==> src/design/mmn_pkg.sv <==
// ----------------------------------------------------------------------------
// mmn_pkg
// Shared types for the min-max normalisation block.
// ----------------------------------------------------------------------------
package mmn_pkg;

  typedef enum logic [1:0] {
    BK_IDLE,
    BK_DIV,
    BK_DONE
  } back_state_e;

  typedef enum logic {
    OP_MEASURE   = 1'b0,
    OP_NORMALIZE = 1'b1
  } op_e;

  typedef struct packed {
    logic degenerate;
    logic last;
  } ctrl_t;

endpackage

==> src/design/mmn_fifo.sv <==
// ----------------------------------------------------------------------------
// mmn_fifo
// Two-entry request queue between the front and the back part.
// ----------------------------------------------------------------------------
module mmn_fifo #(
  parameter int Width = 34
) (
  input  logic             clk_i,
  input  logic             rst_ni,
  input  logic             push_i,
  input  logic [Width-1:0] push_data_i,
  output logic             full_o,
  input  logic             pop_i,
  output logic             valid_o,
  output logic [Width-1:0] pop_data_o
);

  logic [Width-1:0] mem_q [2];
  logic             wr_ptr_q, wr_ptr_d;
  logic             rd_ptr_q, rd_ptr_d;
  logic [1:0]       count_q, count_d;

  assign full_o     = (count_q == 2'd2);
  assign valid_o    = (count_q != 2'd0);
  assign pop_data_o = mem_q[rd_ptr_q];

  always_comb begin
    wr_ptr_d = wr_ptr_q ^ push_i;
    rd_ptr_d = rd_ptr_q ^ pop_i;
    count_d  = count_q + {1'b0, push_i} - {1'b0, pop_i};
  end

  always_ff @(posedge clk_i or negedge rst_ni) begin
    if (!rst_ni) begin
      wr_ptr_q <= 1'b0;
      rd_ptr_q <= 1'b0;
      count_q  <= 2'd0;
    end else begin
      wr_ptr_q <= wr_ptr_d;
      rd_ptr_q <= rd_ptr_d;
      count_q  <= count_d;
    end
  end

  always_ff @(posedge clk_i) begin
    if (push_i) begin
      mem_q[wr_ptr_q] <= push_data_i;
    end
  end

endmodule

==> src/design/mmn_front.sv <==
// ----------------------------------------------------------------------------
// mmn_front
// Accepts requests, tracks the running extremes and prepares the numerator,
// denominator and flags of each normalise request.
// ----------------------------------------------------------------------------
module mmn_front #(
  parameter int SampleBits = 16
) (
  input  logic                         clk_i,
  input  logic                         rst_ni,
  input  logic                         accept_i,
  input  logic                         op_i,
  input  logic signed [SampleBits-1:0] sample_i,
  input  logic                         last_i,
  output logic                         push_o,
  output logic [SampleBits-1:0]        num_o,
  output logic [SampleBits-1:0]        den_o,
  output mmn_pkg::ctrl_t               ctrl_o
);

  logic signed [SampleBits-1:0] min_q, min_d;
  logic signed [SampleBits-1:0] max_q, max_d;
  logic                         closed_q, closed_d;
  logic signed [SampleBits-1:0] clamped;
  logic        [SampleBits:0]   num_wide;
  logic        [SampleBits:0]   den_wide;
  logic                         degen;
  logic                         is_measure;

  assign is_measure = (mmn_pkg::op_e'(op_i) == mmn_pkg::OP_MEASURE);

  always_comb begin
    min_d    = min_q;
    max_d    = max_q;
    closed_d = closed_q;
    if (accept_i && is_measure) begin
      if (closed_q) begin
        min_d = sample_i;
        max_d = sample_i;
      end else begin
        if (sample_i > max_q) begin
          max_d = sample_i;
        end
        if (sample_i < min_q) begin
          min_d = sample_i;
        end
      end
      closed_d = last_i;
    end
  end

  always_comb begin
    degen = (max_q <= min_q);
    priority if (sample_i < min_q) begin
      clamped = min_q;
    end else if (sample_i > max_q) begin
      clamped = max_q;
    end else begin
      clamped = sample_i;
    end
    num_wide = {clamped[SampleBits-1], clamped} - {min_q[SampleBits-1], min_q};
    den_wide = {max_q[SampleBits-1], max_q} - {min_q[SampleBits-1], min_q};
  end

  assign push_o            = accept_i && !is_measure;
  assign num_o             = degen ? '0 : num_wide[SampleBits-1:0];
  assign den_o             = degen ? '0 : den_wide[SampleBits-1:0];
  assign ctrl_o.degenerate = degen;
  assign ctrl_o.last       = last_i;

  always_ff @(posedge clk_i or negedge rst_ni) begin
    if (!rst_ni) begin
      min_q    <= {1'b0, {(SampleBits-1){1'b1}}};
      max_q    <= {1'b1, {(SampleBits-1){1'b0}}};
      closed_q <= 1'b1;
    end else begin
      min_q    <= min_d;
      max_q    <= max_d;
      closed_q <= closed_d;
    end
  end

endmodule

==> src/design/mmn_back.sv <==
// ----------------------------------------------------------------------------
// mmn_back
// Restoring divider, one quotient bit per cycle, and the output register.
// ----------------------------------------------------------------------------
module mmn_back #(
  parameter int SampleBits   = 16,
  parameter int FractionBits = 15
) (
  input  logic                    clk_i,
  input  logic                    rst_ni,
  input  logic                    valid_i,
  input  logic [SampleBits-1:0]   num_i,
  input  logic [SampleBits-1:0]   den_i,
  input  mmn_pkg::ctrl_t          ctrl_i,
  output logic                    pop_o,
  output logic                    out_valid_o,
  input  logic                    out_ready_i,
  output logic [FractionBits:0]   normalized_o,
  output logic                    degenerate_o,
  output logic                    end_of_image_o
);

  localparam int CntBits = $clog2(FractionBits + 1);

  mmn_pkg::back_state_e state_q, state_d;
  logic [SampleBits-1:0]   rem_q, rem_d;
  logic [SampleBits-1:0]   den_q, den_d;
  logic [FractionBits:0]   quo_q, quo_d;
  logic [CntBits-1:0]      cnt_q, cnt_d;
  mmn_pkg::ctrl_t          ctrl_q, ctrl_d;
  logic                    out_valid_q, out_valid_d;
  logic [FractionBits:0]   norm_q, norm_d;
  logic                    degen_q, degen_d;
  logic                    eoi_q, eoi_d;
  logic [SampleBits:0]     shifted;
  logic [SampleBits:0]     diff;
  logic                    qbit;

  always_comb begin
    shifted = (cnt_q == '0) ? {1'b0, rem_q} : {rem_q, 1'b0};
    diff    = shifted - {1'b0, den_q};
    qbit    = !diff[SampleBits];
  end

  always_comb begin
    state_d     = state_q;
    rem_d       = rem_q;
    den_d       = den_q;
    quo_d       = quo_q;
    cnt_d       = cnt_q;
    ctrl_d      = ctrl_q;
    out_valid_d = out_valid_q && !out_ready_i;
    norm_d      = norm_q;
    degen_d     = degen_q;
    eoi_d       = eoi_q;
    pop_o       = 1'b0;
    unique case (state_q)
      mmn_pkg::BK_IDLE: begin
        if (valid_i) begin
          pop_o   = 1'b1;
          rem_d   = num_i;
          den_d   = den_i;
          ctrl_d  = ctrl_i;
          cnt_d   = '0;
          state_d = mmn_pkg::BK_DIV;
        end
      end
      mmn_pkg::BK_DIV: begin
        quo_d = {quo_q[FractionBits-1:0], qbit};
        rem_d = qbit ? diff[SampleBits-1:0] : shifted[SampleBits-1:0];
        cnt_d = cnt_q + 1'b1;
        if (cnt_q == CntBits'(FractionBits)) begin
          state_d = mmn_pkg::BK_DONE;
        end
      end
      mmn_pkg::BK_DONE: begin
        if (!out_valid_q || out_ready_i) begin
          out_valid_d = 1'b1;
          norm_d      = ctrl_q.degenerate ? '0 : quo_q;
          degen_d     = ctrl_q.degenerate;
          eoi_d       = ctrl_q.last;
          state_d     = mmn_pkg::BK_IDLE;
        end
      end
      default: begin
        state_d = mmn_pkg::BK_IDLE;
      end
    endcase
  end

  always_ff @(posedge clk_i or negedge rst_ni) begin
    if (!rst_ni) begin
      state_q     <= mmn_pkg::BK_IDLE;
      out_valid_q <= 1'b0;
    end else begin
      state_q     <= state_d;
      out_valid_q <= out_valid_d;
    end
  end

  always_ff @(posedge clk_i) begin
    rem_q   <= rem_d;
    den_q   <= den_d;
    quo_q   <= quo_d;
    cnt_q   <= cnt_d;
    ctrl_q  <= ctrl_d;
    norm_q  <= norm_d;
    degen_q <= degen_d;
    eoi_q   <= eoi_d;
  end

  assign out_valid_o    = out_valid_q;
  assign normalized_o   = norm_q;
  assign degenerate_o   = degen_q;
  assign end_of_image_o = eoi_q;

endmodule

==> src/design/min_max_normalize.sv <==
// ----------------------------------------------------------------------------
// min_max_normalize
// Global min-max normalisation of an image that is streamed twice.
// ----------------------------------------------------------------------------
// The input channel carries op, sample and last. A measure request (op 0)
// updates the running minimum and maximum; last closes the pass, and the
// next measure request starts a new one. Measure requests give no result.
// A normalise request (op 1) gives one result: (x-min)/(max-min) as an
// unsigned fixed-point fraction, saturated to 0 .. 1.0, with degenerate set
// and the value 0 when max is not greater than min.
// Measure requests are taken one per cycle while the two-entry queue has
// room. The back part works on one normalise request at a time: it takes
// the request from the queue, runs the bit-serial divider and then loads
// the output register, and only then takes the next one. When the
// receiver stalls, the result waits in the output register, the divider
// holds its finished quotient and the queue fills, after which
// in_ready_o drops. Reset empties the queue and the output register and
// restores the extremes to their empty values.
// ----------------------------------------------------------------------------
module min_max_normalize #(
  parameter int SAMPLE_BITS   = 16,
  parameter int FRACTION_BITS = 15
) (
  input  logic                          clk_i,
  input  logic                          rst_ni,
  input  logic                          in_valid_i,
  output logic                          in_ready_o,
  input  logic                          op_i,
  input  logic signed [SAMPLE_BITS-1:0] sample_i,
  input  logic                          last_i,
  output logic                          out_valid_o,
  input  logic                          out_ready_i,
  output logic [FRACTION_BITS:0]        normalized_o,
  output logic                          degenerate_o,
  output logic                          end_of_image_o
);

  localparam int CtrlBits  = $bits(mmn_pkg::ctrl_t);
  localparam int EntryBits = 2 * SAMPLE_BITS + CtrlBits;

  logic                   accept;
  logic                   push;
  logic                   full;
  logic                   pop;
  logic                   q_valid;
  logic [SAMPLE_BITS-1:0] f_num;
  logic [SAMPLE_BITS-1:0] f_den;
  mmn_pkg::ctrl_t         f_ctrl;
  logic [EntryBits-1:0]   q_data;
  mmn_pkg::ctrl_t         b_ctrl;

  assign in_ready_o = !full;
  assign accept     = in_valid_i && in_ready_o;

  mmn_front #(
    .SampleBits(SAMPLE_BITS)
  ) u_front (
    .clk_i   (clk_i),
    .rst_ni  (rst_ni),
    .accept_i(accept),
    .op_i    (op_i),
    .sample_i(sample_i),
    .last_i  (last_i),
    .push_o  (push),
    .num_o   (f_num),
    .den_o   (f_den),
    .ctrl_o  (f_ctrl)
  );

  mmn_fifo #(
    .Width(EntryBits)
  ) u_fifo (
    .clk_i      (clk_i),
    .rst_ni     (rst_ni),
    .push_i     (push),
    .push_data_i({f_num, f_den, f_ctrl}),
    .full_o     (full),
    .pop_i      (pop),
    .valid_o    (q_valid),
    .pop_data_o (q_data)
  );

  assign b_ctrl = mmn_pkg::ctrl_t'(q_data[CtrlBits-1:0]);

  mmn_back #(
    .SampleBits  (SAMPLE_BITS),
    .FractionBits(FRACTION_BITS)
  ) u_back (
    .clk_i         (clk_i),
    .rst_ni        (rst_ni),
    .valid_i       (q_valid),
    .num_i         (q_data[EntryBits-1 -: SAMPLE_BITS]),
    .den_i         (q_data[CtrlBits +: SAMPLE_BITS]),
    .ctrl_i        (b_ctrl),
    .pop_o         (pop),
    .out_valid_o   (out_valid_o),
    .out_ready_i   (out_ready_i),
    .normalized_o  (normalized_o),
    .degenerate_o  (degenerate_o),
    .end_of_image_o(end_of_image_o)
  );

endmodule

==> config.mk <==
export PLATFORM = sky130hd
export DESIGN_NAME = min_max_normalize
export DESIGN_NICKNAME = d
export VERILOG_FILES = /design/src/design/mmn_pkg.sv /design/src/design/mmn_fifo.sv /design/src/design/mmn_front.sv /design/src/design/mmn_back.sv /design/src/design/min_max_normalize.sv
export SDC_FILE = /design/constraint.sdc
export NUM_CORES = 1
export LEC_CHECK = 0
export BUFFER_PORTS_ARGS = -buffer_cell sky130_fd_sc_hd__buf_4
export CELL_PAD_IN_SITES_DETAIL_PLACEMENT = 1
export CELL_PAD_IN_SITES_GLOBAL_PLACEMENT = 2
export CORE_MARGIN = 3
export CORE_UTILIZATION = 43
export CTS_BUF_LIST = sky130_fd_sc_hd__clkbuf_16
export DETAILED_ROUTE_END_ITERATION = 10
export MAX_ROUTING_LAYER = met4
export PLACE_DENSITY = 0.82
export SYNTH_ARGS = -nofsm -noshare
export SYNTH_HDL_FRONTEND = slang
export SYNTH_SLANG_ARGS = --single-unit
export TNS_END_PERCENT = 30
==> constraint.sdc <==
create_clock -name clk_i -period 6.5 [get_ports clk_i]
set_input_delay 0.65 -clock clk_i [delete_from_list [all_inputs] [get_ports clk_i]]
set_output_delay 0.65 -clock clk_i [all_outputs]
set_load 0.05 [all_outputs]
==> impl.org <==
** Outcome
- Outcome :: finished, final reports clean

** Final layout
- Once layout is complete, the utilization of the core stands at between 40% and 50%.
- 0 antenna diodes ended up in the layout.
- At the end of the flow, the number of nets in the layout was 1043.
- The filler cells instantiated in the layout total between 2k and 3k.
- From synthesis to final layout, the design area changed by 12.7%.
- Share of final-layout standard cells stronger than drive strength 1 :: between 15 and 20%

** Placement
- Placer's final routability congestion estimate :: 0.857
- In this run the tool buffered the top-level ports with 41 buffer cells.
- Half-perimeter wire length after detailed placement :: ~18000 um

** Yosys
- Number of synthesized register bits :: 180
- Distinct cell type count of the synthesized netlist :: 65
- Biggest area contributors in the synthesized netlist :: edfxtp_1 (41%), ha_1 (10%), mux2_2 (7.5%)
- Primary FF master, synth :: edfxtp_1
- A synthesized cell averages between 10 and 15 um2.
- Counting flops with an async set or reset pin after synthesis yields a share of 22.2%.
- Counting every net in the synthesized netlist gives 997.
- Post-Synthesis Cells :: 887
- Register area share after synthesis :: 50.7%
- Counting flops with a built-in enable in the synthesized netlist gives 140.
- Post-synthesis cell area :: 10300 um2
- Yosys printed 0 warnings.
- Library cell with the highest instance count after synthesis :: edfxtp_1
- The synthesized design spends more area on one cell type than any other, namely edfxtp_1.
- The share of synthesized area in the top cell type comes to 40.8%.
- By count the netlist is led by edfxtp_1 (140), ha_1 (85), nor2_1 (75).

** Run
- Across the run, the number of max-cap violations was 0.

** Setup path
- In this run the worst path has a maximum fanout of 29.
- Counting cells, the worst reg-to-reg path comes to 19.
- Critical Path, Cell by Cell :: inv_1 > ha_1 > nand4_1 > nor2_1 > a2bb2oi_1 > nor4bb_1 > nor2_1 > buf_4 > a211oi_1 > a21oi_1 > ha_1 > nor2b_1 > o31a_1 > o211a_1 > o221a_2 > a41o_1 > o41ai_1 > nor2_1 > mux2_2
- Delay contributed by the slowest stage of the critical path :: between 0.5 and 0.6 ns
- STA puts the critical path data required time at 6.69 ns.
- The number of buffers and inverters on the critical path is 2.
- Grouping stages by cell kind, the critical path spends the most delay in compound AO/OA/AOI/OAI gates.
- On the critical path, the stage with the largest delay is an instance of nor4bb_1.
- For the worst setup path, the data arrival time is 5.58 ns.
- Most common cell on crit path :: nor2_1
- CP Capture Type :: flip-flop
- In this run the number of cells on the critical path is 19.
- The critical path is of the reg2reg type.
- Kind of start point of the critical path :: flip-flop

** Floorplanning
- Num rows :: between 50 and 60
- Initial Util :: 43.8%
- Std-Cell Core Area :: 23500 um2
- Measured along the x axis, the die boundary spans 161 um.
- The die covers 25900 um2.
- Number of ports placed on the die boundary :: 42
- The floorplan step set the die height to 161 um.

** Drt
- Number of vias per cell after detailed routing :: around 5.4
- Post-route ant nets :: 0
- Routed WL per cell :: around 19 um
- After detailed routing, the total wire length is 24100 um.
- For this run, design rule violations remaining after detail routing come to 0.
- For this block, the initial DRC count from the detailed router was 231.
- Router iterations before antenna repair :: 5
- The detailed router placed a little under 7k vias in this run.

** Clocking
- In this run, post-CTS repair resized a total of 0 instances.
- Counting along the longest clock path gives a buffer depth of 2.
- The H-tree generated during clock tree synthesis spans 4 levels.
- Clock tree from TritonCTS :: yes
- Post-CTS Hold Buffers :: 0
- Post-CTS Setup Repair Bufs :: 0
- CTS root buf :: clkbuf_16
- For this design, the sink count on the clock tree is 180.
- Clock slew at reported path FFs :: 0.08 ns
- Worst-Skew Late Latency :: 0.45 ns
- Counting the buffers created by CTS gives 17.

** GRT
- In the global route stage, overall resource usage came out at 20.0%.
- The first global-routing pass estimated 39700 um of wire.
- The initial antenna violation count was 0.
- Summed over all layers, the global routing overflow is 0.
- Entering global routing, the biggest net connects 45 pins.
- The via count of the first global-routing pass is 7371.

** Timing
- RSZ-0062 raised after global routing :: false
- The count of final hold-check violations is 0.
- Setup violations remaining at the end of the flow were counted as 0.
- Worst hold slack across all endpoints :: 0.194 ns
- Worst max-slew margin expressed relative to the limit :: a little under a third
- Slew Limit Fails :: 0
- For the final routed database, the setup TNS stands at 0 ns.
- Final period demand of the worst path :: between 5 and 6 ns
- At the pin with the least slew margin, the transition time is between 1 and 1.5 ns.
- Of the available clock period, the critical path in the final layout requires around 83%.
- Setup Skew :: around 0.016 ns
- Timing would allow up to 185 MHz.

** Min path
- The min-delay analysis places its worst path in the category in2async.
path summary, 6_finish.rpt:
path                                         from             endpoint  slack [ns]
worst max-delay path            u_front.max_q[15]  u_fifo.mem_q[1][33]        1.11
worst min-delay path                       rst_ni    u_front.max_q[14]        0.19
worst max register to register  u_front.max_q[15]  u_fifo.mem_q[1][33]        1.11
worst min register to register    u_back.quo_q[8]      u_back.quo_q[9]        0.44
max in group asynchronous                  rst_ni     u_front.min_q[1]        5.90
min in group clk_i                         last_i   u_fifo.mem_q[1][0]        0.42
cell families (layout without fill, tap and decap cells):
| family | count (synthesis) | count (layout) | synth area share [%] |
|---|---|---|---|
| simple gates | 220 | 220 | 10.6 |
| compound gates | 191 | 191 | 12.5 |
| flops | 180 | 180 | 50.7 |
| buf+inv | 93 | 152 | 3.65 |
| fa+ha+maj | 88 | 88 | 10.9 |
| mux | 79 | 79 | 8.51 |
| xor+xnor | 36 | 36 | 3.06 |
cell type report:
cell class	count	area, um2	area share [%]
clock buffers	17	425	3.66
clock inverters	15	210	1.81
inverters	68	255	2.20
multi-input cells	614	4710	40.5
flip-flops and latches	180	5230	45.0
well taps	319	399	3.44
repair buffers	52	390	3.36
per-stage QoR:
step	std cells	instance area, um2	worst slack (ns)
after floorplan	887	10300	1.62
after global placement	1233	11000	1.11
after detailed placement	1233	11000	0.976
after CTS	1265	11600	1.10
after global routing	1265	11600	0.687
final	1265	11600	1.11
flip-flops by register name, summed over array words and instances, names as in the netlist:
register	count
u_back.state_q	2
u_front.closed_q	1
u_fifo.count_q	2
u_fifo.wr_ptr_q	1
u_back.cnt_q	4
u_fifo.mem_q	68
u_back.quo_q	16
u_back.degenerate_o	1
u_front.max_q	16
u_front.min_q	16
u_back.den_q	16
u_back.rem_q	16
u_fifo.rd_ptr_q	1
u_back.ctrl_q	2
u_back.normalized_o	16
u_back.end_of_image_o	1
u_back.out_valid_o	1
cells in the final DEF (no fill, tap or decap), types with 3 or more instances in the layout:
master and n:
edfxtp_1 140, ha_1 85, nor2_1 75, mux2_2 69, inv_1 66, a21oi_1 56
buf_4 52, nand2_1 37, nor2b_1 35, a211oi_1 30, o21ai_0 24, dfrtp_1 23
xnor2_1 19, nor3_1 17, xor2_1 17, clkbuf_16 17, dfstp_2 17, nand2b_1 15
a21o_1 13, a31oi_1 11, nand4_1 10, nand3_1 9, o21a_1 9, mux2i_1 9
o21bai_1 6, o211ai_1 5, o21ai_1 4, and2_1 4, inv_12 4, clkinv_8 4
a2111oi_0 3, or3_1 3, o31a_1 3, a31o_2 3, and3_1 3, fa_1 3
inv_8 3
layer usage:
metal	vias up	track usage [%]	part of all wire, %
li1	3354	-	-
met3	37	2.73	1.9
met2	72	33.3	49
met1	3325	25.8	47
met4	0	5.98	2.0
met5	-	-	0
Power is left out: the tool's default activity adds up to more than one toggle a clock period on the data nets, which glitch-free logic cannot reach.
